$ cat src/design/mmes_pkg.sv
package mmes_pkg;

  // Normalised values are Q1.16 with 1.0 as 65536, so they need 17 bits.
  localparam int unsigned NORM_BITS = 17;
  localparam logic [NORM_BITS-1:0] NORM_ONE = 17'h10000;
  localparam int unsigned ALPHA_BITS = 16;
  localparam logic [ALPHA_BITS-1:0] ALPHA_RESET = 16'h8000;
  // Smoothing accumulator: alpha * n + (1 - alpha) * s + half fits in 34 bits.
  localparam int unsigned ACC_W = 34;
  localparam logic [ACC_W-1:0] ACC_HALF = 34'h0_0000_8000;
  localparam int unsigned DIV_CW = $clog2(NORM_BITS + 1);

  typedef enum logic [1:0] {
    STAT_OK       = 2'd0,
    STAT_EQUAL    = 2'd1,
    STAT_OVERFLOW = 2'd2
  } stat_e;

  typedef logic [3:0] step_t;

  localparam step_t STEP_LOAD    = 4'd0;
  localparam step_t STEP_CHECK   = 4'd1;
  localparam step_t STEP_EMIT_EQ = 4'd2;
  localparam step_t STEP_READ    = 4'd3;
  localparam step_t STEP_DIV_GO  = 4'd4;
  localparam step_t STEP_DIV_WT  = 4'd5;
  localparam step_t STEP_MUL1    = 4'd6;
  localparam step_t STEP_MUL2    = 4'd7;
  localparam step_t STEP_EMIT    = 4'd8;
  localparam step_t STEP_CLEAR   = 4'd9;

  typedef enum logic [3:0] {
    ACT_NONE,
    ACT_LOAD,
    ACT_CHECK,
    ACT_EMIT_EQ,
    ACT_READ,
    ACT_DIV_GO,
    ACT_MUL1,
    ACT_MUL2,
    ACT_EMIT,
    ACT_CLEAR
  } act_e;

  typedef enum logic [1:0] {
    HOLD_NONE,
    HOLD_WAIT_LAST,
    HOLD_DIV,
    HOLD_OUT
  } hold_e;

  typedef enum logic [1:0] {
    BR_NONE,
    BR_ALWAYS,
    BR_NOT_EQ,
    BR_MORE
  } br_e;

  typedef struct packed {
    logic  in_ready;
    act_e  act;
    hold_e hold;
    br_e   br;
    step_t target;
  } ctrl_t;

  typedef struct packed {
    logic last_acc;
    logic equal;
    logic div_busy;
    logic out_busy;
    logic more;
  } seq_stat_t;

  // Microprogram. A step stays while its hold condition is true, otherwise
  // it goes to its target when the branch condition holds, else to the next.
  function automatic ctrl_t urom(input step_t s);
    ctrl_t w;
    w = '{in_ready: 1'b0, act: ACT_NONE, hold: HOLD_NONE, br: BR_ALWAYS,
          target: STEP_LOAD};
    unique case (s)
      STEP_LOAD: begin
        w = '{1'b1, ACT_LOAD, HOLD_WAIT_LAST, BR_NONE, STEP_LOAD};
      end
      STEP_CHECK: begin
        w = '{1'b0, ACT_CHECK, HOLD_NONE, BR_NOT_EQ, STEP_READ};
      end
      STEP_EMIT_EQ: begin
        w = '{1'b0, ACT_EMIT_EQ, HOLD_OUT, BR_ALWAYS, STEP_CLEAR};
      end
      STEP_READ: begin
        w = '{1'b0, ACT_READ, HOLD_NONE, BR_NONE, STEP_LOAD};
      end
      STEP_DIV_GO: begin
        w = '{1'b0, ACT_DIV_GO, HOLD_NONE, BR_NONE, STEP_LOAD};
      end
      STEP_DIV_WT: begin
        w = '{1'b0, ACT_NONE, HOLD_DIV, BR_NONE, STEP_LOAD};
      end
      STEP_MUL1: begin
        w = '{1'b0, ACT_MUL1, HOLD_NONE, BR_NONE, STEP_LOAD};
      end
      STEP_MUL2: begin
        w = '{1'b0, ACT_MUL2, HOLD_NONE, BR_NONE, STEP_LOAD};
      end
      STEP_EMIT: begin
        w = '{1'b0, ACT_EMIT, HOLD_OUT, BR_MORE, STEP_READ};
      end
      STEP_CLEAR: begin
        w = '{1'b0, ACT_CLEAR, HOLD_NONE, BR_ALWAYS, STEP_LOAD};
      end
      default: begin
        w = '{1'b0, ACT_NONE, HOLD_NONE, BR_ALWAYS, STEP_LOAD};
      end
    endcase
    return w;
  endfunction

endpackage

$ cat src/design/mmes_if.sv
interface mmes_in_if #(
  parameter int unsigned SAMPLE_BITS = 24
);
  logic                          valid;
  logic                          ready;
  logic signed [SAMPLE_BITS-1:0] sample;
  logic                          end_of_series;

  modport source (output valid, output sample, output end_of_series, input ready);
  modport sink   (input valid, input sample, input end_of_series, output ready);
endinterface

interface mmes_out_if;
  logic        valid;
  logic        ready;
  logic [16:0] smoothed_value;
  logic [1:0]  status;
  logic        last_result;

  modport source (output valid, output smoothed_value, output status,
                  output last_result, input ready);
  modport sink   (input valid, input smoothed_value, input status,
                  input last_result, output ready);
endinterface

$ cat src/design/mmes_seq.sv
module mmes_seq
  import mmes_pkg::*;
(
  input  logic      clk_i,
  input  logic      rst_ni,
  input  seq_stat_t stat_i,
  output ctrl_t     ctrl_o
);

  step_t step_q, step_d;
  ctrl_t word;
  logic  hold_c;
  logic  br_c;

  assign word = urom(step_q);

  always_comb begin
    case (word.hold)
      HOLD_WAIT_LAST: hold_c = !stat_i.last_acc;
      HOLD_DIV:       hold_c = stat_i.div_busy;
      HOLD_OUT:       hold_c = stat_i.out_busy;
      default:        hold_c = 1'b0;
    endcase
    case (word.br)
      BR_ALWAYS: br_c = 1'b1;
      BR_NOT_EQ: br_c = !stat_i.equal;
      BR_MORE:   br_c = stat_i.more;
      default:   br_c = 1'b0;
    endcase
    if (hold_c) begin
      step_d = step_q;
    end else if (br_c) begin
      step_d = word.target;
    end else begin
      step_d = step_q + 4'd1;
    end
  end

  always_ff @(posedge clk_i or negedge rst_ni) begin
    if (!rst_ni) begin
      step_q <= STEP_LOAD;
    end else begin
      step_q <= step_d;
    end
  end

  assign ctrl_o = word;

endmodule

$ cat src/design/mmes_div.sv
module mmes_div
  import mmes_pkg::*;
#(
  parameter int unsigned SAMPLE_BITS = 24
) (
  input  logic                                 clk_i,
  input  logic                                 rst_ni,
  input  logic                                 start_i,
  input  logic [SAMPLE_BITS+NORM_BITS-1:0]     dividend_i,
  input  logic [SAMPLE_BITS-1:0]               divisor_i,
  output logic                                 busy_o,
  output logic [NORM_BITS-1:0]                 quot_o
);

  // Restoring division, one quotient bit per cycle. The quotient is known to
  // fit in NORM_BITS, so the upper dividend bits start below the divisor.
  logic [SAMPLE_BITS-1:0] rem_q, rem_d;
  logic [NORM_BITS-1:0]   low_q, low_d;
  logic [SAMPLE_BITS-1:0] dvs_q;
  logic [DIV_CW-1:0]      cnt_q;
  logic [SAMPLE_BITS:0]   trial;
  logic [SAMPLE_BITS:0]   diff;
  logic                   ge;

  assign trial = {rem_q, low_q[NORM_BITS-1]};
  assign diff  = trial - {1'b0, dvs_q};
  assign ge    = trial >= {1'b0, dvs_q};

  always_comb begin
    rem_d = ge ? diff[SAMPLE_BITS-1:0] : trial[SAMPLE_BITS-1:0];
    low_d = {low_q[NORM_BITS-2:0], ge};
  end

  always_ff @(posedge clk_i or negedge rst_ni) begin
    if (!rst_ni) begin
      cnt_q <= '0;
    end else if (start_i) begin
      cnt_q <= DIV_CW'(NORM_BITS);
    end else if (cnt_q != '0) begin
      cnt_q <= cnt_q - 1'b1;
    end
  end

  always_ff @(posedge clk_i) begin
    if (start_i) begin
      rem_q <= dividend_i[SAMPLE_BITS+NORM_BITS-1:NORM_BITS];
      low_q <= dividend_i[NORM_BITS-1:0];
      dvs_q <= divisor_i;
    end else if (cnt_q != '0) begin
      rem_q <= rem_d;
      low_q <= low_d;
    end
  end

  assign busy_o = cnt_q != '0;
  assign quot_o = low_q;

endmodule

$ cat src/design/minmax_normalize_ema_smoother_core.sv
// Min-max normaliser with exponential smoothing.
// Samples arrive as requests on in_i (valid/ready), one per cycle while the
// block is loading; each is stored and folds into the running minimum and
// maximum. Samples beyond DEPTH are dropped and mark the run as overflowed.
// The request with end_of_series set is stored like the others and starts
// the output run: one result per stored sample on out_o, the final one
// flagged by last_result. A series whose samples are all equal gives a
// single result with status 1 instead.
// During the run the block takes no input. Each result passes through the read,
// divider start, divider wait, first and second multiply and emit steps, the
// wait lasting while the bit-serial divider is busy; after the last result a
// clear step empties the series and the block loads again.
// A registered output stage holds a result while the receiver stalls; the
// microprogram simply waits on its emit step until the stage frees.
// The user must write the smoothing factor through cfg_we_i/cfg_wdata_i only
// while idle; the block does not enforce this. Reset empties the series, sets
// the factor to one half and returns the microprogram to its loading step.
module minmax_normalize_ema_smoother_core
  import mmes_pkg::*;
#(
  parameter int unsigned DEPTH       = 64,
  parameter int unsigned SAMPLE_BITS = 24
) (
  input  logic                  clk_i,
  input  logic                  rst_ni,
  mmes_in_if.sink               in_i,
  mmes_out_if.source            out_o,
  input  logic                  cfg_we_i,
  input  logic [ALPHA_BITS-1:0] cfg_wdata_i
);

  localparam int unsigned AW = $clog2(DEPTH);
  localparam int unsigned CW = $clog2(DEPTH + 1);
  localparam int unsigned DW = SAMPLE_BITS + NORM_BITS;
  localparam logic signed [SAMPLE_BITS-1:0] MAX_POS = {1'b0, {(SAMPLE_BITS-1){1'b1}}};
  localparam logic signed [SAMPLE_BITS-1:0] MAX_NEG = {1'b1, {(SAMPLE_BITS-1){1'b0}}};

  ctrl_t     ctrl;
  seq_stat_t stat;

  // Series state.
  logic signed [SAMPLE_BITS-1:0] mem [DEPTH];
  logic signed [SAMPLE_BITS-1:0] rd_q;
  logic signed [SAMPLE_BITS-1:0] min_q;
  logic signed [SAMPLE_BITS-1:0] max_q;
  logic [CW-1:0]                 cnt_q;
  logic                          ovf_q;
  logic [ALPHA_BITS-1:0]         alpha_q;

  // Run state.
  logic [SAMPLE_BITS-1:0] range_q;
  logic [CW-1:0]          idx_q;
  stat_e                  stat_q;
  logic [NORM_BITS-1:0]   prev_q;
  logic [ACC_W-1:0]       acc1_q;
  logic [ACC_W-1:0]       acc2_q;

  // Output stage.
  logic                 out_valid_q;
  logic [NORM_BITS-1:0] out_val_q;
  stat_e                out_stat_q;
  logic                 out_last_q;

  logic                   accept;
  logic                   has_room;
  logic                   out_free;
  logic                   out_load;
  logic                   div_start;
  logic                   div_busy;
  logic [NORM_BITS-1:0]   div_quot;
  logic [NORM_BITS-1:0]   norm;
  logic [SAMPLE_BITS:0]   offset_w;
  logic [DW-1:0]          dividend;
  logic [NORM_BITS-1:0]   one_minus;
  logic [ACC_W-16-1:0]    acc_hi;
  logic [NORM_BITS-1:0]   smooth;
  logic                   is_last;

  mmes_seq u_seq (
    .clk_i  (clk_i),
    .rst_ni (rst_ni),
    .stat_i (stat),
    .ctrl_o (ctrl)
  );

  mmes_div #(
    .SAMPLE_BITS (SAMPLE_BITS)
  ) u_div (
    .clk_i      (clk_i),
    .rst_ni     (rst_ni),
    .start_i    (div_start),
    .dividend_i (dividend),
    .divisor_i  (range_q),
    .busy_o     (div_busy),
    .quot_o     (div_quot)
  );

  assign in_i.ready = ctrl.in_ready;
  assign accept     = in_i.valid && ctrl.in_ready;
  assign has_room   = cnt_q < CW'(DEPTH);
  assign out_free   = !out_valid_q || out_o.ready;
  assign is_last    = (idx_q + 1'b1) == cnt_q;
  assign div_start  = ctrl.act == ACT_DIV_GO;
  assign out_load   = out_free && (ctrl.act == ACT_EMIT || ctrl.act == ACT_EMIT_EQ);

  assign stat.last_acc = accept && in_i.end_of_series;
  assign stat.equal    = min_q >= max_q;
  assign stat.div_busy = div_busy;
  assign stat.out_busy = !out_free;
  assign stat.more     = !is_last;

  // Offset from the minimum is non-negative and below 2^SAMPLE_BITS.
  assign offset_w = {rd_q[SAMPLE_BITS-1], rd_q} - {min_q[SAMPLE_BITS-1], min_q};
  assign dividend = {1'b0, offset_w[SAMPLE_BITS-1:0], 16'h0000}
                  + DW'(range_q >> 1);

  assign norm      = (div_quot > NORM_ONE) ? NORM_ONE : div_quot;
  assign one_minus = NORM_ONE - {1'b0, alpha_q};
  assign acc_hi    = acc2_q[ACC_W-1:16];
  always_comb begin
    if (idx_q == '0) begin
      smooth = norm;
    end else if (acc_hi > {{(ACC_W-16-NORM_BITS){1'b0}}, NORM_ONE}) begin
      smooth = NORM_ONE;
    end else begin
      smooth = acc_hi[NORM_BITS-1:0];
    end
  end

  // Sample store: one write port while loading, one registered read port.
  always_ff @(posedge clk_i) begin
    if (ctrl.act == ACT_LOAD && accept && has_room) begin
      mem[cnt_q[AW-1:0]] <= in_i.sample;
    end
    rd_q <= mem[idx_q[AW-1:0]];
  end

  always_ff @(posedge clk_i or negedge rst_ni) begin
    if (!rst_ni) begin
      alpha_q <= ALPHA_RESET;
    end else if (cfg_we_i) begin
      alpha_q <= cfg_wdata_i;
    end
  end

  always_ff @(posedge clk_i or negedge rst_ni) begin
    if (!rst_ni) begin
      min_q  <= MAX_POS;
      max_q  <= MAX_NEG;
      cnt_q  <= '0;
      ovf_q  <= 1'b0;
      prev_q <= '0;
    end else begin
      unique case (ctrl.act)
        ACT_LOAD: begin
          if (accept) begin
            if (has_room) begin
              cnt_q <= cnt_q + 1'b1;
              if (in_i.sample < min_q) begin
                min_q <= in_i.sample;
              end
              if (in_i.sample > max_q) begin
                max_q <= in_i.sample;
              end
            end else begin
              ovf_q <= 1'b1;
            end
          end
        end
        ACT_EMIT: begin
          if (out_free) begin
            prev_q <= smooth;
          end
        end
        ACT_CLEAR: begin
          min_q  <= MAX_POS;
          max_q  <= MAX_NEG;
          cnt_q  <= '0;
          ovf_q  <= 1'b0;
          prev_q <= '0;
        end
        default: begin
        end
      endcase
    end
  end

  // Run datapath registers carry no reset: every run sets them before use.
  always_ff @(posedge clk_i) begin
    unique case (ctrl.act)
      ACT_CHECK: begin
        range_q <= max_q - min_q;
        idx_q   <= '0;
        stat_q  <= ovf_q ? STAT_OVERFLOW : STAT_OK;
      end
      ACT_MUL1: begin
        acc1_q <= ACC_W'(alpha_q) * ACC_W'(norm) + ACC_HALF;
      end
      ACT_MUL2: begin
        acc2_q <= acc1_q + ACC_W'(one_minus) * ACC_W'(prev_q);
      end
      ACT_EMIT: begin
        if (out_free) begin
          idx_q <= idx_q + 1'b1;
        end
      end
      default: begin
      end
    endcase
  end

  always_ff @(posedge clk_i or negedge rst_ni) begin
    if (!rst_ni) begin
      out_valid_q <= 1'b0;
    end else if (out_load) begin
      out_valid_q <= 1'b1;
    end else if (out_o.ready) begin
      out_valid_q <= 1'b0;
    end
  end

  always_ff @(posedge clk_i) begin
    if (out_load) begin
      if (ctrl.act == ACT_EMIT_EQ) begin
        out_val_q  <= '0;
        out_stat_q <= STAT_EQUAL;
        out_last_q <= 1'b1;
      end else begin
        out_val_q  <= smooth;
        out_stat_q <= stat_q;
        out_last_q <= is_last;
      end
    end
  end

  assign out_o.valid          = out_valid_q;
  assign out_o.smoothed_value = out_val_q;
  assign out_o.status         = out_stat_q;
  assign out_o.last_result    = out_last_q;

`ifndef SYNTH
  a_count_bound : assert property (@(posedge clk_i) disable iff (!rst_ni)
    cnt_q <= CW'(DEPTH))
    else $error("sample count beyond the store depth");

  a_ovf_full : assert property (@(posedge clk_i) disable iff (!rst_ni)
    ovf_q |-> cnt_q == CW'(DEPTH))
    else $error("overflow flagged while the store still has room");

  a_div_idle : assert property (@(posedge clk_i) disable iff (!rst_ni)
    div_start |-> !div_busy)
    else $error("divider restarted while busy");

  a_no_load_in_run : assert property (@(posedge clk_i) disable iff (!rst_ni)
    out_load |-> !ctrl.in_ready)
    else $error("input taken while a result is being produced");
`endif

endmodule
$ cat src/flat_wrapper.sv
// flat-port wrapper written by rule: the top's interface ports become plain ports
module minmax_normalize_ema_smoother_core_flat import mmes_pkg::*;
#(
  parameter int unsigned DEPTH       = 64,
  parameter int unsigned SAMPLE_BITS = 24
)
  (clk_i, rst_ni, cfg_we_i, cfg_wdata_i, in_i_valid, in_i_sample, in_i_end_of_series, in_i_ready, out_o_valid, out_o_smoothed_value, out_o_status, out_o_last_result, out_o_ready);
  mmes_in_if #(.SAMPLE_BITS(SAMPLE_BITS)) in_i_i ();
  mmes_out_if out_o_i ();
  input  logic clk_i;
  input  logic rst_ni;
  input  logic cfg_we_i;
  input  logic [ALPHA_BITS-1:0] cfg_wdata_i;
  input wire logic [$bits(in_i_i.valid)-1:0] in_i_valid;
  input wire logic [$bits(in_i_i.sample)-1:0] in_i_sample;
  input wire logic [$bits(in_i_i.end_of_series)-1:0] in_i_end_of_series;
  output wire logic [$bits(in_i_i.ready)-1:0] in_i_ready;
  output wire logic [$bits(out_o_i.valid)-1:0] out_o_valid;
  output wire logic [$bits(out_o_i.smoothed_value)-1:0] out_o_smoothed_value;
  output wire logic [$bits(out_o_i.status)-1:0] out_o_status;
  output wire logic [$bits(out_o_i.last_result)-1:0] out_o_last_result;
  input wire logic [$bits(out_o_i.ready)-1:0] out_o_ready;
  assign in_i_i.valid = in_i_valid;
  assign in_i_i.sample = in_i_sample;
  assign in_i_i.end_of_series = in_i_end_of_series;
  assign in_i_ready = in_i_i.ready;
  assign out_o_valid = out_o_i.valid;
  assign out_o_smoothed_value = out_o_i.smoothed_value;
  assign out_o_status = out_o_i.status;
  assign out_o_last_result = out_o_i.last_result;
  assign out_o_i.ready = out_o_ready;
  minmax_normalize_ema_smoother_core #(.DEPTH(DEPTH), .SAMPLE_BITS(SAMPLE_BITS)) u_core (.clk_i(clk_i), .rst_ni(rst_ni), .in_i(in_i_i), .out_o(out_o_i), .cfg_we_i(cfg_we_i), .cfg_wdata_i(cfg_wdata_i));
endmodule
$ cat config.mk
export PLATFORM = sky130hd
export DESIGN_NAME = minmax_normalize_ema_smoother_core_flat
export DESIGN_NICKNAME = d
export VERILOG_FILES = /design/src/design/mmes_pkg.sv /design/src/design/mmes_if.sv /design/src/design/mmes_seq.sv /design/src/design/mmes_div.sv /design/src/design/minmax_normalize_ema_smoother_core.sv /design/src/flat_wrapper.sv
export SDC_FILE = /design/constraint.sdc
export NUM_CORES = 2
export LEC_CHECK = 0
export BUFFER_PORTS_ARGS = -buffer_cell sky130_fd_sc_hd__buf_2
export CAP_MARGIN = 20
export CORE_UTILIZATION = 56
export CTS_CLUSTER_SIZE = 25
export DETAILED_ROUTE_END_ITERATION = 10
export GPL_ROUTABILITY_DRIVEN = 0
export GPL_TIMING_DRIVEN = 0
export HOLD_SLACK_MARGIN = 0.12
export MAX_ROUTING_LAYER = met4
export PLACE_DENSITY = 0.76
export SLEW_MARGIN = 20
export SYNTH_ARGS = -nofsm -noshare
export SYNTH_HDL_FRONTEND = slang
export SYNTH_SLANG_ARGS = --single-unit
$ cat constraint.sdc
create_clock -name clk_i -period 8.1 [get_ports clk_i]
set_clock_uncertainty 0.1 [all_clocks]
set_input_delay 1.215 -clock clk_i [delete_from_list [all_inputs] [get_ports clk_i]]
set_output_delay 1.215 -clock clk_i [all_outputs]
set_load 0.01 [all_outputs]
==> reports/results.md <==
## CTS
• 0 — CTS Hold Buffers Added
• 870 ps — clock latency of the later-clocked register in the worst-skew pair
• 3 — buffer levels on the longest clock path
• 175 — total CTS buffers
• 70 ps — clk slew on worst S/H paths
• sky130_fd_sc_hd__clkbuf_16 — clock tree root buffer cell
• 1,828 — clk sink count
• 4 — H-tree levels
• done — TritonCTS clock tree

## Floorplan
• 68 — I/O pin count
• 0.167 sq mm — placeable core region
• 150 — Site Rows
• 412 um — chip width
• 0.170 sq mm — Die Outline Area
• 0.564 — effective utilization at floorplan
• 412 um — y dimension of the die

## Route
• 0 — remaining antenna violation count after routing
• 6 — TritonRoute pass-1 iters
• 30.3 um — drt wl/cell
• 0 — residual DRC count
• 265,000 um — final routed wirelength across all metal layers
• 6.40 — Avg Vias per Cell
• 7,142 — first-iteration detailed-routing DRC count
• 56,000 — number of vias after detailed routing

## Logic synthesis
• 0 — Synth warnings
• sky130_fd_sc_hd__edfxtp_1, sky130_fd_sc_hd__mux4_2, sky130_fd_sc_hd__fa_1 — top post-synthesis cells by area
• 0.0542 — fraction of registers with async set or reset after synthesis
• 6,908 — nets in the synthesized netlist
• 1,828 — Synth Register Bits
• 0.543 — area share of the largest cell type after synthesis
• 0.0943 sq mm — Mapped Area
• sky130_fd_sc_hd__edfxtp_1 — leading register cell type out of synthesis
• sky130_fd_sc_hd__edfxtp_1 — post-synth top area cell
• 6,040 — synthesized netlist cell count
• 95 — number of distinct standard cells referenced by the synthesized netlist
• 0.575 — sequential element share of the synthesized area
• 15.6 sq um — Mapped Avg Cell Area
• 1,705 — number of enable-type register cells in the synthesized netlist

## Critical path
• u_core.alpha_q[0] — worst reg2reg path startpoint
• flop — Worst setup SP type
• 8530 ps — Required @ worst endpoint
• u_core.alpha_q[0] — worst setup path startpoint
• sky130_fd_sc_hd__fa_1 — most repeated library cell on the critical path
• 8360 ps — critical path data arrival time
• flop — Setup crit end kind
• 10 — critical path fanouts, max
• reg2reg — worst setup path category
• 28 — worst reg-to-reg path cell count
• 530 ps — biggest cell delay along the critical path
• sky130_fd_sc_hd__fa_1 — Worst path slowest cell

## STA
• 146 ps — worst hold slack
• 0 — number of hold-slack violations in the final timing report
• 126 MHz — highest achievable clock rate
• 0.980 — share of the clock period used by the worst path
• 1280 ps — worst slew pin tran
• true — unrepaired setup endpoints after global routing
• 0 — Max Slew Vio Count
• 0.148 — Max-slew headroom
• 7940 ps — final period demand of the worst path
• 0 — number of setup violations in the final report

## Cells and area
• sky130_fd_sc_hd__edfxtp_1 — commonest non-fill, non-tap cell in the layout
• 0.187 — proportion of layout cells with a drive suffix above 1
• 12.6% — layout overhead on the synthesized area
• 11,200 — number of fill cells
• sky130_fd_sc_hd__edfxtp_1, sky130_fd_sc_hd__inv_1, sky130_fd_sc_hd__mux4_2, sky130_fd_sc_hd__fa_1, sky130_fd_sc_hd__nand2_1 — commonest non-fill, non-tap cells in the layout
• 7,247 — number of nets in the final layout

## Outcome
• complete, no violations — outcome

## Global routing
• 0.328 — overall fraction of global-route tracks in use
• 57,600 — via count of the first global-routing pass
• 69 — largest net degree at the start of global routing
• 386,000 um — first-pass GRT wire length
• 0 — GR Overflow Total
• 21 — antenna violations before repair

## Hold path
• in2async — worst hold path class

## Run
• 0 — maxcap violations

## Placed design
• 173,000 um — HPWL Detailed
• 66 — number of I/O port buffers

-- what timing repair did --
action                                  in CTS  in global routing
gates resized for setup                     83                 56
setup buffers                               14                 10
pin swaps                                    6                  4
endpoints found under the setup margin      33                 17
-- worst paths after layout --
path                                          to  slack (ps)
max in group asynchronous     u_core.alpha_q[15]        6910
setup reg to reg               u_core.acc2_q[33]         160
hold / removal                   u_core.max_q[7]         150
setup / recovery               u_core.acc2_q[33]         160
hold reg to reg            u_core.u_div.dvs_q[0]         320
min in group clk_i         u_core.u_div.dvs_q[0]         320
-- critical path: cells and delay by family, from the launching register on --
family                     cells  cell delay, ps
AOI/OAI and AO/OA              7            1500
adders and majority gates      8            3600
buffers and inverters          7             810
xor gates and xnor gates       2             230
and+or+nand+nor                4             890
DFF                            1             520
-- synthesized netlist by cell type (all sizes together), types with 28 or more instances --
master     n
buf       76
xnor2    104
nor2     196
fa       468
a21o      61
nand2b    28
nor2b     41
mux4     504
a21oi    138
nor3      36
ha       354
nand3     49
xor2      50
clkbuf   183
and2     296
inv      750
nand2    418
dfrtp     74
o21ai     89
nand4     30
edfxtp  1705
-- final cells by class --
| type | instances | area, sq um | share of cell area |
|---|---|---|---|
| sequential | 1828 | 54200 | 0.510 |
| antenna | 18 | 45.0 | 0.000424 |
| multi-input combinational | 3201 | 37200 | 0.350 |
| clock inverter | 105 | 1160 | 0.0109 |
| tap | 2204 | 2760 | 0.0260 |
| clock buffer | 220 | 4660 | 0.0439 |
| buffer | 251 | 1110 | 0.0105 |
| inverter | 752 | 2820 | 0.0266 |
| timing repair buffer | 170 | 2260 | 0.0213 |
-- layer usage --
| metal | wire length (um) | vias up | track usage |
|---|---|---|---|
| met5 | 0 | - | - |
| met4 | 18600 | 0 | 0.194 |
| met3 | 25400 | 846 | 0.0655 |
| met2 | 130000 | 3763 | 0.523 |
| met1 | 90800 | 28700 | 0.388 |
| li1 | - | 22700 | - |
-- cells by family after synthesis --
group | synth area share
AO/OA/AOI/OAI | 0.0367
flip-flops | 0.575
buffers and inverters | 0.0410
AND/OR/NAND/NOR | 0.0623
multiplexers | 0.125
XOR/XNOR | 0.0145
adder cells (fa/ha/maj) | 0.146
-- sequential cells by signal (all words and copies together) (netlist names), 18 cells and up --
register	flops
u_core.acc2_q	18
u_core.range_q	24
u_core.acc1_q	34
u_core.mem	1536
u_core.u_div.dvs_q	24
u_core.u_div.rem_q	24
u_core.max_q	24
u_core.min_q	24
u_core.rd_q	24
-- through the flow --
stage	utilization	setup TNS [ps]	instances	setup slack, ps	area, sq um
detailed placement	0.596	-16370	8389	-1090	99600
global route	0.635	-28.0	8744	-17.5	106000
finish	0.635	0	8749	164	106000
CTS	0.633	0	8721	21.1	106000
global placement	0.582	-13390	8310	-934	97400
floorplan	-	0	6040	773	94300
Power is not shown: default switching activity piles up to over one toggle a cycle in this logic, so the estimate is an artifact.
